File: config.mk
export PLATFORM = sky130hd
export DESIGN_NAME = ptss_ram
export DESIGN_NICKNAME = d
export VERILOG_FILES = /design/src/hw/rtl/ptss_ram.sv
export SDC_FILE = /design/constraint.sdc
export NUM_CORES = 2
export LEC_CHECK = 0
export ABC_AREA = 1
export BUFFER_PORTS_ARGS = -buffer_cell sky130_fd_sc_hd__buf_2
export CORE_MARGIN = 2
export CORE_UTILIZATION = 54
export DETAILED_ROUTE_END_ITERATION = 16
export PLACE_DENSITY = 0.69
export SETUP_SLACK_MARGIN = 0.5
export SYNTH_ARGS = -nofsm -noshare
export SYNTH_HDL_FRONTEND = slang
export SYNTH_SLANG_ARGS = --single-unit
File: constraint.sdc
create_clock -name clk_i -period 2.42 [get_ports clk_i]
set_input_delay 0 -clock clk_i [delete_from_list [all_inputs] [get_ports clk_i]]
set_output_delay 0 -clock clk_i [all_outputs]
set_load 0.05 [all_outputs]
File: src/hw/rtl/ptss_ram.sv
module ptss_ram #(
  parameter int WIDTH = 8,
  parameter int DEPTH = 256
) (
  input  logic                     clk_i,
  input  logic                     we_i,
  input  logic [$clog2(DEPTH)-1:0] waddr_i,
  input  logic [WIDTH-1:0]         wdata_i,
  input  logic [$clog2(DEPTH)-1:0] raddr_i,
  output logic [WIDTH-1:0]         rdata_o
);

  logic [WIDTH-1:0] mem_q [DEPTH];

  always_ff @(posedge clk_i) begin
    if (we_i) begin
      mem_q[waddr_i] <= wdata_i;
    end
    rdata_o <= mem_q[raddr_i];
  end

endmodule

==> impl_metrics.yaml <==
run_status:
  status: "finished, final reports clean"
detailed_routing:
  dr.first_iter.drc_count: 8188
  drc: 0
  wirelength_um: 229900
  viasPerCell: 5.985
  vias: 56760
  drtPass1Iterations: 8
  post_drt_wl_per_cell_um: 24.25
  antenna_left: 0
yosys:
  ys_seq_area_share_pct: 73.94
  synth_area_um2: 83400
  yosys-top-cells-area: "edfxtp_1 (74%), nand3_1 (12%), nand2_1 (9.6%)"
  synth_cells: 7003
  synth_compound_gate_area_share_pct: 0
  synthSimpleGateAreaFrac_pct: 22.95
  synth_top_family_by_area: "simple AND/OR/NAND/NOR gates"
  synthMuxAreaShare_pct: 0
  yosysWarnings: 0
  synthDistinctLibCells: 14
  syn_avg_cell_area_um2: 11.91
  synth_fa_ha_area_share_pct: 0
  syn_nets: 7029
  synth-seq-cells: 2056
  synth_top_cell_area_share_pct: 73.74
  synth_xor_area_share_pct: 0
  synth_top_area_cell: "edfxtp_1"
setup_path:
  path_common_cell: "nand3_1"
  crit_slowest_cell: "edfxtp_1"
  end_kind: "flop"
  regToRegEndpoint: "rdata_o[3]"
  critPathArrivalTime_ns: 2.61
  critPathMaxStageDelay_ns: 0.36
  path_cells: "nand2_1, nand3_1, nand3_1, nand3_1, nand3_1, nand3_1, nand3_1, nand2_1, nand2_1, nand2_1"
  crit_type: "reg -> reg"
  r2r_slack_ns: 0.51
  worstPathMaxFanout: 1
  cp.buffers_inverters: 0
  critPathRequiredTime_ns: 3.13
  critPathTopFamily: "simple AND/OR/NAND/NOR gates"
  r2r_start: "mem_q[231][3]"
  critPathLaunchType: "flop"
  reg2reg_depth: 10
finish:
  nets: 7295
  drive_gt1_share_pct: 11.13
  final_cell_count_no_fill: 9483
  synthToLayoutAreaGrowth_pct: 14.44
  fillers: 11370
worst_hold_path:
  whs_path_depth: 4
  hp-class: "in -> reg"
  min-delay-start: "we_i"
  hold_path_end: "mem_q[128][2]"
sta:
  finalHoldViolCount: 0
  timing.final.crit_share_pct: 78.76
  fmax_ghz: 0.5247
  layout_setup_ws_ns: 0.5140
  finClkSkew_ns: 0.05515
  period_needed_ns: 1.906
  finalMaxSlewViolations: 0
  rsz0062_at_grt: "yes"
  setup_violations: 0
  slew_headroom_pct: 38.02
  worstMarginPinSlew_ns: 0.9297
global_routing:
  grt_first_pass_wirelength_um: 343300
  grt_overflow: 0
  track_usage_pct: 29.11
  antenna_found_initial: 5
  grt_max_degree: 92
  first_global_vias: 54190
place:
  placedCellCount: 9090
  io_buffers: 33
  dp_worst_setup_slack_ns: -0.05078
  hpwl_um: 139500
  place.gp.congestion: 0.9357
clock_network:
  cts.clk_slew.worst_paths_ns: 0.06
  h-tree-depth: 4
  cts_tree: "done"
  insertion_delay_ns: 0.84
  clock_sinks: 2056
  ctsRootBufferMaster: "clkbuf_16"
  post_cts_buffers: 0
  clockBufferDepth: 3
  cts_made_buffers: 203
die:
  die_area_um2: 157600
  start_util_pct: 54.26
  rows: 144
  die_w_um: 397.0
  die_y_um: 397.0
  placeableCoreArea_um2: 153700
  top_level_ports: 34
power_and_ir_drop:
  ir_worst_vdd_uv: 796.4
  pwr_density_cell_nw_per_um2: 790.0
  p_total_mw: 75.40
  leakage_nw: 33.93
job:
  maxCapViolCount: 0
## Yosys cell counts (all sizes together)
cell type / number
nor2: 283
edfxtp: 2048
dfxtp: 8
nand3: 2019
clkbuf: 112
buf: 371
inv: 39
nand2: 2123
## report_power, final
group / switching, mW / internal (mW) / leakage, nW / total (mW)
clock: 13.4 / 17.8 / 3.19 / 31.2
combinational: 3.60 / 1.30 / 12.3 / 4.90
sequential: 0.0577 / 39.2 / 18.5 / 39.3
## final cells by class
cell class / count / area (µm²) / area share, %
antenna: 6 / 15.01 / 0.01573
inverter: 39 / 180.2 / 0.1888
timing repair buffer: 544 / 5210 / 5.459
clock inverter: 115 / 1230 / 1.289
tap: 2044 / 2557 / 2.680
multi-input combinational: 4425 / 19240 / 20.15
clock buffer: 254 / 5355 / 5.611
sequential: 2056 / 61660 / 64.60
## worst min-delay path: cells and delay by family
family        cells  cell delay [ns]
simple gates      2             0.31
buf+inv           2             0.39
## cell families after synthesis
| group | count (synthesis) |
|---|---|
| buffers and inverters | 522 |
| AND/OR/NAND/NOR | 4425 |
| flip-flops | 2056 |
## worst max-delay path by stage
stage | endpoint | cells after the start | slack, ns | from
final | rdata_o[3] | 10 | 0.51 | mem_q[231][3]
after detailed placement | rdata_o[6] | 14 | -0.05 | raddr_i[0]
after floorplan | mem_q[162][0] | 4 | 0.93 | we_i
after global placement | rdata_o[6] | 14 | -0.03 | raddr_i[0]
after CTS | rdata_o[6] | 10 | 0.45 | mem_q[229][6]
after global routing | rdata_o[0] | 10 | 0.49 | mem_q[107][0]
## metrics by stage
step                util, %  area, µm²  hold slack, ns  TNS [ns]
floorplan                 -      83400         0.09887         0
global placement      57.63      88570          0.4382  -0.03390
detailed placement    57.63      88570          0.4305  -0.08673
CTS                   62.04      95350         0.03748         0
global route          62.09      95430          0.1014         0
finish                62.10      95440         0.09562         0
## flip-flops by register name, summed over array words and instances, names as in the netlist
name	count
rdata_o	8
mem_q	2048
## placed cells by master, fill, tap and decap left out, types with 34 or more instances in the layout
| cell | instances |
|---|---|
| nand2_1 | 2118 |
| buf_4 | 410 |
| clkbuf_16 | 206 |
| nand3_1 | 2006 |
| inv_1 | 34 |
| clkbuf_1 | 46 |
| buf_12 | 84 |
| clkinv_1 | 48 |
| edfxtp_1 | 2048 |
| nor2_1 | 280 |
## repair_timing
item                                    4_1_cts  5_1_grt
gates resized for setup                       3       16
pin swaps                                     0        0
endpoints found under the setup margin        6       32
endpoints found under the hold margin      2040        0
hold buffers                                 18        0
## metal layers
layer	track usage (%)	wire length, µm	up-vias	part of all wire [%]
li1	-	-	25400	-
met1	41.35	89230	27570	39
met2	44.67	105600	3312	46
met3	5.664	25890	486	11
met4	11.47	9249	0	4.0
met5	0	0	-	0
Note: power is estimated with default switching activity, not from simulation.
