**config.mk**
```make
export PLATFORM = sky130hd
export DESIGN_NAME = ptss_texaddr
export DESIGN_NICKNAME = d
export VERILOG_FILES = /design/src/hw/rtl/ptss_pkg.sv /design/src/hw/rtl/ptss_texaddr.sv
export SDC_FILE = /design/constraint.sdc
export NUM_CORES = 1
export LEC_CHECK = 0
export ABC_AREA = 1
export BUFFER_PORTS_ARGS = -buffer_cell sky130_fd_sc_hd__buf_4
export CAP_MARGIN = 10
export CORE_AREA = 2 2 107 109
export DETAILED_ROUTE_END_ITERATION = 8
export DIE_AREA = 0 0 109 111
export PLACE_DENSITY = 0.42
export SYNTH_ARGS = -nofsm -noshare
export SYNTH_HDL_FRONTEND = slang
export SYNTH_SLANG_ARGS = --single-unit
```
**constraint.sdc**
```tcl
create_clock -name vclk -period 9.3
set_input_delay 1.395 -clock vclk [all_inputs]
set_output_delay 1.395 -clock vclk [all_outputs]
set_load 0.005 [all_outputs]
```
**src/hw/rtl/ptss_pkg.sv**
```systemverilog
package ptss_pkg;

  localparam int MAX_SPAN     = 1024;
  localparam int SEG_PIXELS   = 16;
  localparam int SEG_LOG2     = $clog2(SEG_PIXELS);
  localparam int SWIM_ENTRIES = 256;
  localparam int SWIM_AW      = $clog2(SWIM_ENTRIES);
  localparam int SWIM_W       = 22;
  localparam int FRAC_BITS    = 18;
  localparam int MAX_TEX_LOG2 = 10;

  localparam int CNT_W   = $clog2(MAX_SPAN + 1);
  localparam int SEGS_W  = $clog2(MAX_SPAN / SEG_PIXELS + 1);
  localparam int POS_W   = $clog2(MAX_SPAN);
  localparam int NPIX_W  = $clog2(SEG_PIXELS + 1);
  localparam int TEX_W   = 2 * MAX_TEX_LOG2;
  localparam int LOG2_W  = 4;
  localparam int COORD_W = 32;
  localparam int ACC_W   = COORD_W + 1;
  localparam int DEPTH_W = 31;

  // divider: signed dividend, unsigned divisor, truncating quotient
  localparam int DIVD_W  = ACC_W + FRAC_BITS + 1;
  localparam int MAG_W   = DIVD_W - 1;
  localparam int DIVS_W  = DEPTH_W;
  localparam int DCNT_W  = $clog2(MAG_W + 1);

  typedef enum logic [1:0] {
    CMD_LOAD = 2'd0,
    CMD_STEP = 2'd1,
    CMD_SWIM = 2'd2,
    CMD_NONE = 2'd3
  } cmd_e;

  typedef enum logic [1:0] {
    MODE_WALL  = 2'd0,
    MODE_SWIRL = 2'd1,
    MODE_SKY   = 2'd2,
    MODE_NONE  = 2'd3
  } mode_e;

  typedef enum logic {
    REG_TEX_WIDTH  = 1'b0,
    REG_TEX_HEIGHT = 1'b1
  } reg_e;

  typedef struct packed {
    logic                     start;
    logic signed [DIVD_W-1:0] dividend;
    logic [DIVS_W-1:0]        divisor;
  } div_req_t;

  typedef struct packed {
    logic                     busy;
    logic                     done;
    logic signed [DIVD_W-1:0] quotient;
  } div_rsp_t;

  // clamp a quotient to the signed 32-bit range
  function automatic logic [COORD_W-1:0] sat32(input logic signed [DIVD_W-1:0] q);
    logic [DIVD_W-COORD_W:0] top;
    logic [COORD_W-1:0]      res;
    top = q[DIVD_W-1:COORD_W-1];
    if ((top == '0) || (top == '1)) begin
      res = q[COORD_W-1:0];
    end else if (q[DIVD_W-1]) begin
      res = {1'b1, {(COORD_W-1){1'b0}}};
    end else begin
      res = {1'b0, {(COORD_W-1){1'b1}}};
    end
    return res;
  endfunction

endpackage

```
**src/hw/rtl/ptss_texaddr.sv**
```systemverilog
module ptss_texaddr (
  input  logic [ptss_pkg::COORD_W-1:0] u_i,
  input  logic [ptss_pkg::COORD_W-1:0] v_i,
  input  logic [ptss_pkg::LOG2_W-1:0]  wlog_i,
  input  logic [ptss_pkg::LOG2_W-1:0]  hlog_i,
  input  ptss_pkg::mode_e              mode_i,
  output logic [ptss_pkg::TEX_W-1:0]   addr_o,
  output logic                         oor_o
);

  localparam int ML = ptss_pkg::MAX_TEX_LOG2;
  localparam int IW = ptss_pkg::COORD_W - ptss_pkg::FRAC_BITS;

  logic [ptss_pkg::LOG2_W-1:0] wl, hl;
  logic [ML:0]                 wfull, hfull;
  logic [ML-1:0]               wmask, hmask;
  logic [IW-1:0]               ui, vi;
  logic                        u_bad, v_bad;

  always_comb begin
    wl    = (wlog_i > ptss_pkg::LOG2_W'(ML)) ? ptss_pkg::LOG2_W'(ML) : wlog_i;
    hl    = (hlog_i > ptss_pkg::LOG2_W'(ML)) ? ptss_pkg::LOG2_W'(ML) : hlog_i;
    wfull = ((ML+1)'(1) << wl) - (ML+1)'(1);
    hfull = ((ML+1)'(1) << hl) - (ML+1)'(1);
    wmask = (mode_i == ptss_pkg::MODE_SKY) ? wfull[ML:1] : wfull[ML-1:0];
    hmask = hfull[ML-1:0];
    ui    = u_i[ptss_pkg::COORD_W-1:ptss_pkg::FRAC_BITS];
    vi    = v_i[ptss_pkg::COORD_W-1:ptss_pkg::FRAC_BITS];
    u_bad = ui[IW-1] || (ui[IW-2:0] > (IW-1)'(wmask));
    v_bad = vi[IW-1] || (vi[IW-2:0] > (IW-1)'(hmask));
    oor_o = (mode_i == ptss_pkg::MODE_WALL) && (u_bad || v_bad);
    addr_o = ({{ML{1'b0}}, vi[ML-1:0] & hmask} << wl)
           + {{ML{1'b0}}, ui[ML-1:0] & wmask};
  end

endmodule

```
==> results.toml <==
[sta]
hold_violations = 0
max_freq_mhz = 146
relSlewSlack = 0.534
rsz0062_at_grt = "false"
layout_setup_ws_ps = 2460
period_needed_ps = 6840
slew_viol_final = 0
setup_violations = 0
finalCritPeriodShare = 0.736
tightestPinTransition_ps = 699
tns_ps = 0

[detailed_routing]
via_per_inst = 4.42
dr_total_vias = 2829
drt_iter0_markers = 114
drtAntennaViolNets = 0
drc_errors = 0
wire_per_inst_um = 11.9
first_pass_iters = 4
wl_um = 7630

[grt]
track_usage = 0.128
antenna_found_initial = 0
overflow = 0
grt_pass1_wl_um = 13100
first_global_vias = 2785
grt_max_degree = 18

[die]
die_w_um = 109
core-area_um2 = 11100
die_h_um = 111
start_util = 0.241
ios = 95
row_count = 39
fp.dieArea_um2 = 12100

[critical_path]
arrival_ps = 5450
worst_ep_required_time_ps = 7910
critPathMaxFanout = 17
path_class = "in2out"
crit_path_start_kind = "input port"
end_kind = "output pin"

[clock_network]
postCtsSetupRepairBufs = 0
cts_resized = 0
cts_hold_buf = 0

[power]
combPwrFrac = 1.000
seq_power_share = 0
powerDensity_nw_per_um2 = 55.4
ir_drop_uv = 22.7
p_sw_frac = 0.576
pwr-share-clk = 0
p_sw_uw = 103
internal_power_uw = 75.5
p_leak_uw = 0.00178

[placed_design]
gp_congestion = 0.819
portBuffers = 59
place_ws_ps = 2440
dp_hpwl_um = 6720
dp.cells = 640

[finish]
antenna_cells = 0
final_core_util = 0.290
nets = 626
ff_latch_area_um2 = 0
syn_to_final_growth_pct = 20.7
fill_cells = 1286
seq_cells = 0
instances_no_fill = 640
clock_buffers = 0
drive_gt1_frac = 0.187

[synth]
avgSynthCellArea_um2 = 5.94
synth-seq-area-share = 0
synthCells = 449
synth_fp_nets = 576
synth_cell_types = 39
syn_area_um2 = 2670
yosysWarnings = 0

[job]
max_cap_viol_count = 0

[min_path]
hp-class = "in2out"

[run_status]
status = "completed"
metrics by stage:
step / hold WS, ps / total power [uW] / area (um^2)
6_report: 3120 / 178 / 3220
2_1_floorplan: 2900 / 116 / 2670
5_1_grt: 3130 / 205 / 3220
3_5_place_dp: 3120 / 180 / 3220
3_3_place_gp: 3110 / 179 / 3220
4_1_cts: 3120 / 181 / 3220
power by group through the flow:
stage          clock network, uW  registers [uW]  logic, uW
6_report                       0               0        178
5_1_grt                        0               0        205
4_1_cts                        0               0        181
3_5_place_dp                   0               0        180
3_3_place_gp                   0               0        179
2_1_floorplan                  0               0        116
layer usage:
| layer | up-vias | part of all wire | wire length (um) | track usage |
|---|---|---|---|---|
| met3 | 0 | 0.032 | 246 | 0.00353 |
| met4 | 0 | 0 | 0 | 0 |
| li1 | 1551 | - | - | - |
| met5 | - | 0 | 0 | 0 |
| met2 | 43 | 0.44 | 3370 | 0.212 |
| met1 | 1235 | 0.53 | 4010 | 0.194 |
worst paths after layout:
| kind | start | to | cells past startpoint |
|---|---|---|---|
| max | wlog_i[3] | addr_o[14] | 21 |
| min | mode_i[0] | oor_o | 4 |
cell usage after synthesis (all sizes together), types with 2 or more instances:
| master | n | area share |
|---|---|---|
| clkbuf | 3 | 0.0042 |
| a21oi | 21 | 0.044 |
| o211ai | 2 | 0.0075 |
| xor2 | 9 | 0.030 |
| o31ai | 4 | 0.016 |
| nor3 | 6 | 0.011 |
| buf | 8 | 0.022 |
| o21a | 2 | 0.0056 |
| inv | 77 | 0.11 |
| nand3 | 53 | 0.11 |
| o21bai | 2 | 0.0056 |
| xnor2 | 10 | 0.033 |
| nor2 | 46 | 0.082 |
| or2 | 5 | 0.012 |
| nand4 | 10 | 0.023 |
| nand2 | 105 | 0.16 |
| o21ai | 27 | 0.058 |
| ha | 52 | 0.24 |
placed cells by master, fill, tap and decap left out, types with 2 or more instances in the layout:
cell      instances
xor2_1            9
nand2_4           4
nand4_1          10
o21ai_2           2
ha_1             52
o21a_1            2
o21bai_1          2
o31ai_1           3
nand2_2           6
xnor2_1          10
nand3_1          50
nor3_1            6
nand2_1          95
inv_1            74
buf_4            59
nand3_2           3
nor2_4            3
nor2_1           39
o21ai_0          23
nor2_2            3
inv_2             3
or2_2             5
a21oi_1          20
critical path, cell delays in order:
cell and delay [ps]:
buf_4 200, a21oi_4 490, inv_2 260, nor2_1 190, nand2_1 90, ha_1 240, o21ai_2 100, a21oi_1 100
xor2_1 220, o21ai_1 120, ha_1 210, ha_1 370, nand2_1 90, nor3_1 160, nand2_1 60, o21ai_0 430
nand3_2 160, nor2_4 160, nand2_1 80, xnor2_1 170, buf_4 140
kinds of logic (layout without fill, tap and decap cells):
group                    after synthesis  count (layout)  share of synthesized area
AO/OA/AOI/OAI                         61              61                      0.145
AND/OR/NAND/NOR                      228             228                      0.406
XOR/XNOR                              19              19                     0.0624
buffers and inverters                 88             136                      0.135
adder cells (fa/ha/maj)               53              53                      0.252
final cells by class:
class                      instances  area (um^2)  area share
multi-input combinational        361         2310       0.717
inverter                          77          289      0.0898
timing repair buffer              59          443       0.138
tap                              143          179      0.0556
(Power assumes the default switching activity.)
