===== src/hw/rtl/ptss_pkg.sv =====
package ptss_pkg;

  localparam int MAX_SPAN     = 1024;
  localparam int SEG_PIXELS   = 16;
  localparam int SEG_LOG2     = $clog2(SEG_PIXELS);
  localparam int SWIM_ENTRIES = 256;
  localparam int SWIM_AW      = $clog2(SWIM_ENTRIES);
  localparam int SWIM_W       = 22;
  localparam int FRAC_BITS    = 18;
  localparam int MAX_TEX_LOG2 = 10;

  localparam int CNT_W   = $clog2(MAX_SPAN + 1);
  localparam int SEGS_W  = $clog2(MAX_SPAN / SEG_PIXELS + 1);
  localparam int POS_W   = $clog2(MAX_SPAN);
  localparam int NPIX_W  = $clog2(SEG_PIXELS + 1);
  localparam int TEX_W   = 2 * MAX_TEX_LOG2;
  localparam int LOG2_W  = 4;
  localparam int COORD_W = 32;
  localparam int ACC_W   = COORD_W + 1;
  localparam int DEPTH_W = 31;

  // divider: signed dividend, unsigned divisor, truncating quotient
  localparam int DIVD_W  = ACC_W + FRAC_BITS + 1;
  localparam int MAG_W   = DIVD_W - 1;
  localparam int DIVS_W  = DEPTH_W;
  localparam int DCNT_W  = $clog2(MAG_W + 1);

  typedef enum logic [1:0] {
    CMD_LOAD = 2'd0,
    CMD_STEP = 2'd1,
    CMD_SWIM = 2'd2,
    CMD_NONE = 2'd3
  } cmd_e;

  typedef enum logic [1:0] {
    MODE_WALL  = 2'd0,
    MODE_SWIRL = 2'd1,
    MODE_SKY   = 2'd2,
    MODE_NONE  = 2'd3
  } mode_e;

  typedef enum logic {
    REG_TEX_WIDTH  = 1'b0,
    REG_TEX_HEIGHT = 1'b1
  } reg_e;

  typedef struct packed {
    logic                     start;
    logic signed [DIVD_W-1:0] dividend;
    logic [DIVS_W-1:0]        divisor;
  } div_req_t;

  typedef struct packed {
    logic                     busy;
    logic                     done;
    logic signed [DIVD_W-1:0] quotient;
  } div_rsp_t;

  // clamp a quotient to the signed 32-bit range
  function automatic logic [COORD_W-1:0] sat32(input logic signed [DIVD_W-1:0] q);
    logic [DIVD_W-COORD_W:0] top;
    logic [COORD_W-1:0]      res;
    top = q[DIVD_W-1:COORD_W-1];
    if ((top == '0) || (top == '1)) begin
      res = q[COORD_W-1:0];
    end else if (q[DIVD_W-1]) begin
      res = {1'b1, {(COORD_W-1){1'b0}}};
    end else begin
      res = {1'b0, {(COORD_W-1){1'b1}}};
    end
    return res;
  endfunction

endpackage


===== src/hw/rtl/ptss_div.sv =====
module ptss_div (
  input  logic               clk_i,
  input  logic               rst_ni,
  input  ptss_pkg::div_req_t req_i,
  output ptss_pkg::div_rsp_t rsp_o
);

  localparam int MW = ptss_pkg::MAG_W;
  localparam int SW = ptss_pkg::DIVS_W;

  logic                         busy_q, done_q, neg_q;
  logic [ptss_pkg::DCNT_W-1:0]  cnt_q;
  logic [SW-1:0]                rem_q, dvs_q;
  logic [MW-1:0]                quo_q;
  logic [ptss_pkg::DIVD_W-1:0]  abs_in;
  logic [SW:0]                  trial, trial_sub;
  logic                         ge;

  assign abs_in    = req_i.dividend[ptss_pkg::DIVD_W-1] ? -req_i.dividend : req_i.dividend;
  assign trial     = {rem_q, quo_q[MW-1]};
  assign ge        = trial >= {1'b0, dvs_q};
  assign trial_sub = trial - {1'b0, dvs_q};

  always_ff @(posedge clk_i or negedge rst_ni) begin
    if (!rst_ni) begin
      busy_q <= 1'b0;
      done_q <= 1'b0;
      cnt_q  <= '0;
    end else begin
      done_q <= 1'b0;
      if (!busy_q && req_i.start) begin
        busy_q <= 1'b1;
        cnt_q  <= ptss_pkg::DCNT_W'(MW);
      end else if (busy_q) begin
        cnt_q <= cnt_q - 1'b1;
        if (cnt_q == ptss_pkg::DCNT_W'(1)) begin
          busy_q <= 1'b0;
          done_q <= 1'b1;
        end
      end
    end
  end

  always_ff @(posedge clk_i) begin
    if (!busy_q && req_i.start) begin
      neg_q <= req_i.dividend[ptss_pkg::DIVD_W-1];
      quo_q <= abs_in[MW-1:0];
      rem_q <= '0;
      // a zero divisor divides by one
      dvs_q <= (req_i.divisor == '0) ? SW'(1) : req_i.divisor;
    end else if (busy_q) begin
      rem_q <= ge ? trial_sub[SW-1:0] : trial[SW-1:0];
      quo_q <= {quo_q[MW-2:0], ge};
    end
  end

  assign rsp_o.busy     = busy_q;
  assign rsp_o.done     = done_q;
  assign rsp_o.quotient = neg_q ? -$signed({1'b0, quo_q}) : $signed({1'b0, quo_q});

endmodule


===== config.mk =====
export PLATFORM = sky130hd
export DESIGN_NAME = ptss_div
export DESIGN_NICKNAME = d
export VERILOG_FILES = /design/src/hw/rtl/ptss_pkg.sv /design/src/hw/rtl/ptss_div.sv
export SDC_FILE = /design/constraint.sdc
export NUM_CORES = 1
export LEC_CHECK = 0
export BUFFER_PORTS_ARGS = -buffer_cell sky130_fd_sc_hd__buf_2
export CAP_MARGIN = 25
export CORE_UTILIZATION = 58
export CTS_BUF_LIST = sky130_fd_sc_hd__clkbuf_8 sky130_fd_sc_hd__clkbuf_16
export DETAILED_ROUTE_END_ITERATION = 8
export GPL_ROUTABILITY_DRIVEN = 0
export PLACE_DENSITY_LB_ADDON = 0.15
export SLEW_MARGIN = 20
export SYNTH_ARGS = -nofsm -noshare
export SYNTH_HDL_FRONTEND = slang
export SYNTH_SLANG_ARGS = --single-unit
export TNS_END_PERCENT = 30

===== constraint.sdc =====
create_clock -name clk_i -period 4.1 [get_ports clk_i]
set_input_delay 0.205 -clock clk_i [delete_from_list [all_inputs] [get_ports clk_i]]
set_output_delay 0.205 -clock clk_i [all_outputs]
set_load 0.005 [all_outputs]

==> metrics.md <==
| Metric | Value |
|---|---|
| Outcome | `finished, violations left` |
| Failing checks | `setup timing` |
| Avg Inst Size Synth | `8.86 um^2` |
| Total grt overflow | `0` |
| Cells after DPL | `1226` |
| Vias per std cell | `5.77` |
| Die Ht | `124 um` |
| Register area share after synthesis | `38.4%` |
| Max incr delay on CP | `0.57 ns` |
| CTS Buf Count | `17` |
| CP required | `3.89 ns` |
| # diodes | `0` |
| CP endpoint | `rsp_o[48]` |
| Hold Fails Final Rpt | `0` |
| Reg-to-Reg End | `rem_q[9]` |
| DR pass1 iterations | `5` |
| Crit path from | `quo_q[18]` |
| Fillcell total | `1204` |
| Crit path arrival time | `3.90 ns` |
| Largest net degree at the start of global routing | `57` |
| Tot Pwr | `7.17 mW` |
| Yosys synthesis warning count | `0` |
| Cell area after synthesis | `8640 um^2` |
| CP delay by family, top | `simple AND/OR/NAND/NOR gates` |
| Setup repair after global routing missed its margin | `true` |
| CTS tree | `done` |
| Cell count along the critical path | `9` |
| H-tree depth | `4` |
| Rows | `44` |
| Clock tree buffer depth | `2` |
| Crit-path max FO | `5` |
| Clock skew | `0.00515 ns` |
| Final period utilization | `100%` |
| Remaining DRCs | `0` |
| R2R depth | `12` |
| R2r startpoint | `quo_q[50]` |
| Post-Syn Nets | `1097` |
| Post-synth ARST share | `6.56%` |
| Share of cells above drive strength 1 | `18.5%` |
| Global Route Usage Sum | `27.4%` |
| Cell Chain, Critical Path | `or4_4 -> or4_4 -> or3_4 -> or3_4 -> or3_1 -> or3_1 -> o31ai_2 -> xnor2_1 -> buf_2` |
| Ports | `140` |
| Achievable Freq | `0.244 GHz` |
| Slew headroom | `40.6%` |
| Register area | `3310 um^2` |
| Post-synthesis cell count | `975` |
| Clock Root Buffer | `clkbuf_16` |
| Area of the multi-input gates | `4890 um^2` |
| Final wirelength | `20400 um` |
| Power Density | `697 nW/um^2` |
| Vias in the first global route | `6943` |
| Flops & latches, synth | `122` |
| Die Footprint | `15400 um^2` |
| Initial antenna violation count | `0` |
| Initial Utilization | `59.4%` |
| Clk_lat worst skew | `0.43 ns` |
| Primary FF master, synth | `edfxtp_1` |
| Final setup viols | `2` |
| Port bufs | `139` |
| Worst Hold Class | `in -> reg` |
| Commonest non-fill, non-tap cells in the layout | `139 x buf_2, 133 x o21ai_0, 105 x nand2_1, 83 x edfxtp_1, 66 x xor2_1` |
| CP Launch Type | `register` |
| Max-slew violation count | `0` |
| Grt met3 use | `6.18%` |
| MaxCap Viol Count | `0` |
| Per-cell routed wire length | `15.8 um` |
| P&R area growth vs syn | `19.1%` |
| Global Route met2 Usage | `46.7%` |
| Peak VDD IR | `0.000383 V` |
| Core Area | `14500 um^2` |
| Initial DRC count | `431` |
| Vias | `7449` |
| Setup ws final | `-0.00252 ns` |
| Final non-filler cell total | `1291` |
| Worst-Margin Slew | `0.891 ns` |
| DP HPWL | `14600 um` |
| Critical path type | `reg -> out` |
| Post-route ant nets | `0` |
| Post-synth EDFFs | `83` |
| Die Wd | `124 um` |
| Clock Sink Count | `122` |
| Commonest non-fill, non-tap cell in the layout | `buf_2` |
| Pre-CTS setup slack | `0.274 ns` |
| Leak | `4.34 nW` |
| Flop2flop setup slack | `0.76 ns` |
| Buf+Inv Stages, Crit Path | `1` |
| Post-layout min period | `4.10 ns` |
| Netlist cell types | `64` |
| GR peak layer | `met2` |
| Global Route met1 Usage | `34.2%` |
| Slowest CP cell | `or4_4` |
| Fin nets | `1216` |
| Worst-path clk slew | `0.06 ns` |
| First-pass GRT wire length | `32500 um` |
| Setup crit end kind | `primary output` |
-- cells by family (layout without fill, tap and decap cells) --
family | count (synthesis) | count (layout) | synth area share (%)
XOR/XNOR | 127 | 127 | 12.9
AO/OA/AOI/OAI | 287 | 287 | 21.3
buffers and inverters | 127 | 259 | 5.66
multiplexers | 5 | 5 | 0.637
adder cells (fa/ha/maj) | 36 | 36 | 5.30
flip-flops | 122 | 122 | 38.4
AND/OR/NAND/NOR | 271 | 271 | 15.8
-- metrics by stage --
stage	utilization, %	TNS [ns]	instance area (um^2)	hold slack (ns)
detailed placement	64.2	0	9320	0.0590
CTS	70.7	0	10300	0.0166
global route	70.8	-0.397	10300	0.0175
finish	70.8	-0.00416	10300	0.0353
global placement	64.2	0	9320	0.0568
floorplan	-	0	8640	-0.0906
-- sequential cells by signal, summed over array words and instances, names as in the netlist --
| register | count |
|---|---|
| quo_q | 51 |
| dvs_q | 31 |
| neg_q | 1 |
| cnt_q | 6 |
| busy_q | 1 |
| rem_q | 31 |
| done_q | 1 |
-- cell type report --
type                    instances  area share (%)
clock buffers                  17            4.13
multi-input cells             726            47.5
repair buffers                179            10.4
well taps                     184            2.24
flip-flops and latches        122            32.2
inverters                      48            1.76
clock inverters                15            1.77
-- cell usage after synthesis (16+ instances only) --
cell | count | share of area, %
ha_1 | 35 | 5.1
or3_1 | 22 | 1.6
a22o_1 | 23 | 2.3
xor2_1 | 66 | 6.7
nor2_1 | 35 | 1.5
inv_1 | 48 | 2.1
dfxtp_1 | 31 | 7.2
nand3_1 | 16 | 0.93
edfxtp_1 | 83 | 29
nand2b_1 | 18 | 1.3
xnor2_1 | 61 | 6.2
o31ai_1 | 29 | 2.5
clkbuf_1 | 74 | 3.2
a21oi_1 | 29 | 1.7
nand2_1 | 105 | 4.6
o21ai_0 | 134 | 7.8
-- worst register-to-register path: stages (launching register included) --
cell	delay, ns
edfxtp_1	0.47
inv_1	0.10
ha_1	0.20
fa_1	0.24
nand2b_1	0.14
a21oi_1	0.10
o211a_1	0.28
nor3_1	0.22
o21ai_0	0.17
a21oi_4	0.44
buf_4	0.32
mux2_2	0.37
a22o_1	0.18
-- power breakdown --
| group | switching [mW] | leakage (nW) | total [mW] | internal, mW |
|---|---|---|---|---|
| registers | 0.487 | 1.17 | 2.41 | 1.92 |
| logic | 1.67 | 2.88 | 3.21 | 1.54 |
| clock network | 0.548 | 0.295 | 1.55 | 1.00 |
-- worst min path at each step --
stage          depth (start not counted)         to  startpoint  slack [ns]
2_1_floorplan                          0     busy_q      rst_ni       -0.09
3_3_place_gp                           1   cnt_q[5]      rst_ni        0.06
3_5_place_dp                           1     done_q      rst_ni        0.06
4_1_cts                                1  dvs_q[14]   req_i[14]        0.02
5_1_grt                                1  dvs_q[14]   req_i[14]        0.02
6_report                               1  dvs_q[14]   req_i[14]        0.04
-- layer usage --
layer | vias to the layer above | wire (um)
li1 | 3762 | -
met1 | 3458 | 8820
met2 | 199 | 10100
met3 | 30 | 1090
met4 | 0 | 386
met5 | - | 0
-- timing repair --
item                                    in CTS  in global routing
endpoints found under the hold margin       37                  0
setup buffers                                3                  0
pin swaps                                    0                  1
hold buffers                                30                  0
gates cloned                                 0                  0
resized for setup                            4                  3
endpoints found under the setup margin       4                  5
Note: power is estimated with default switching activity, not from simulation.
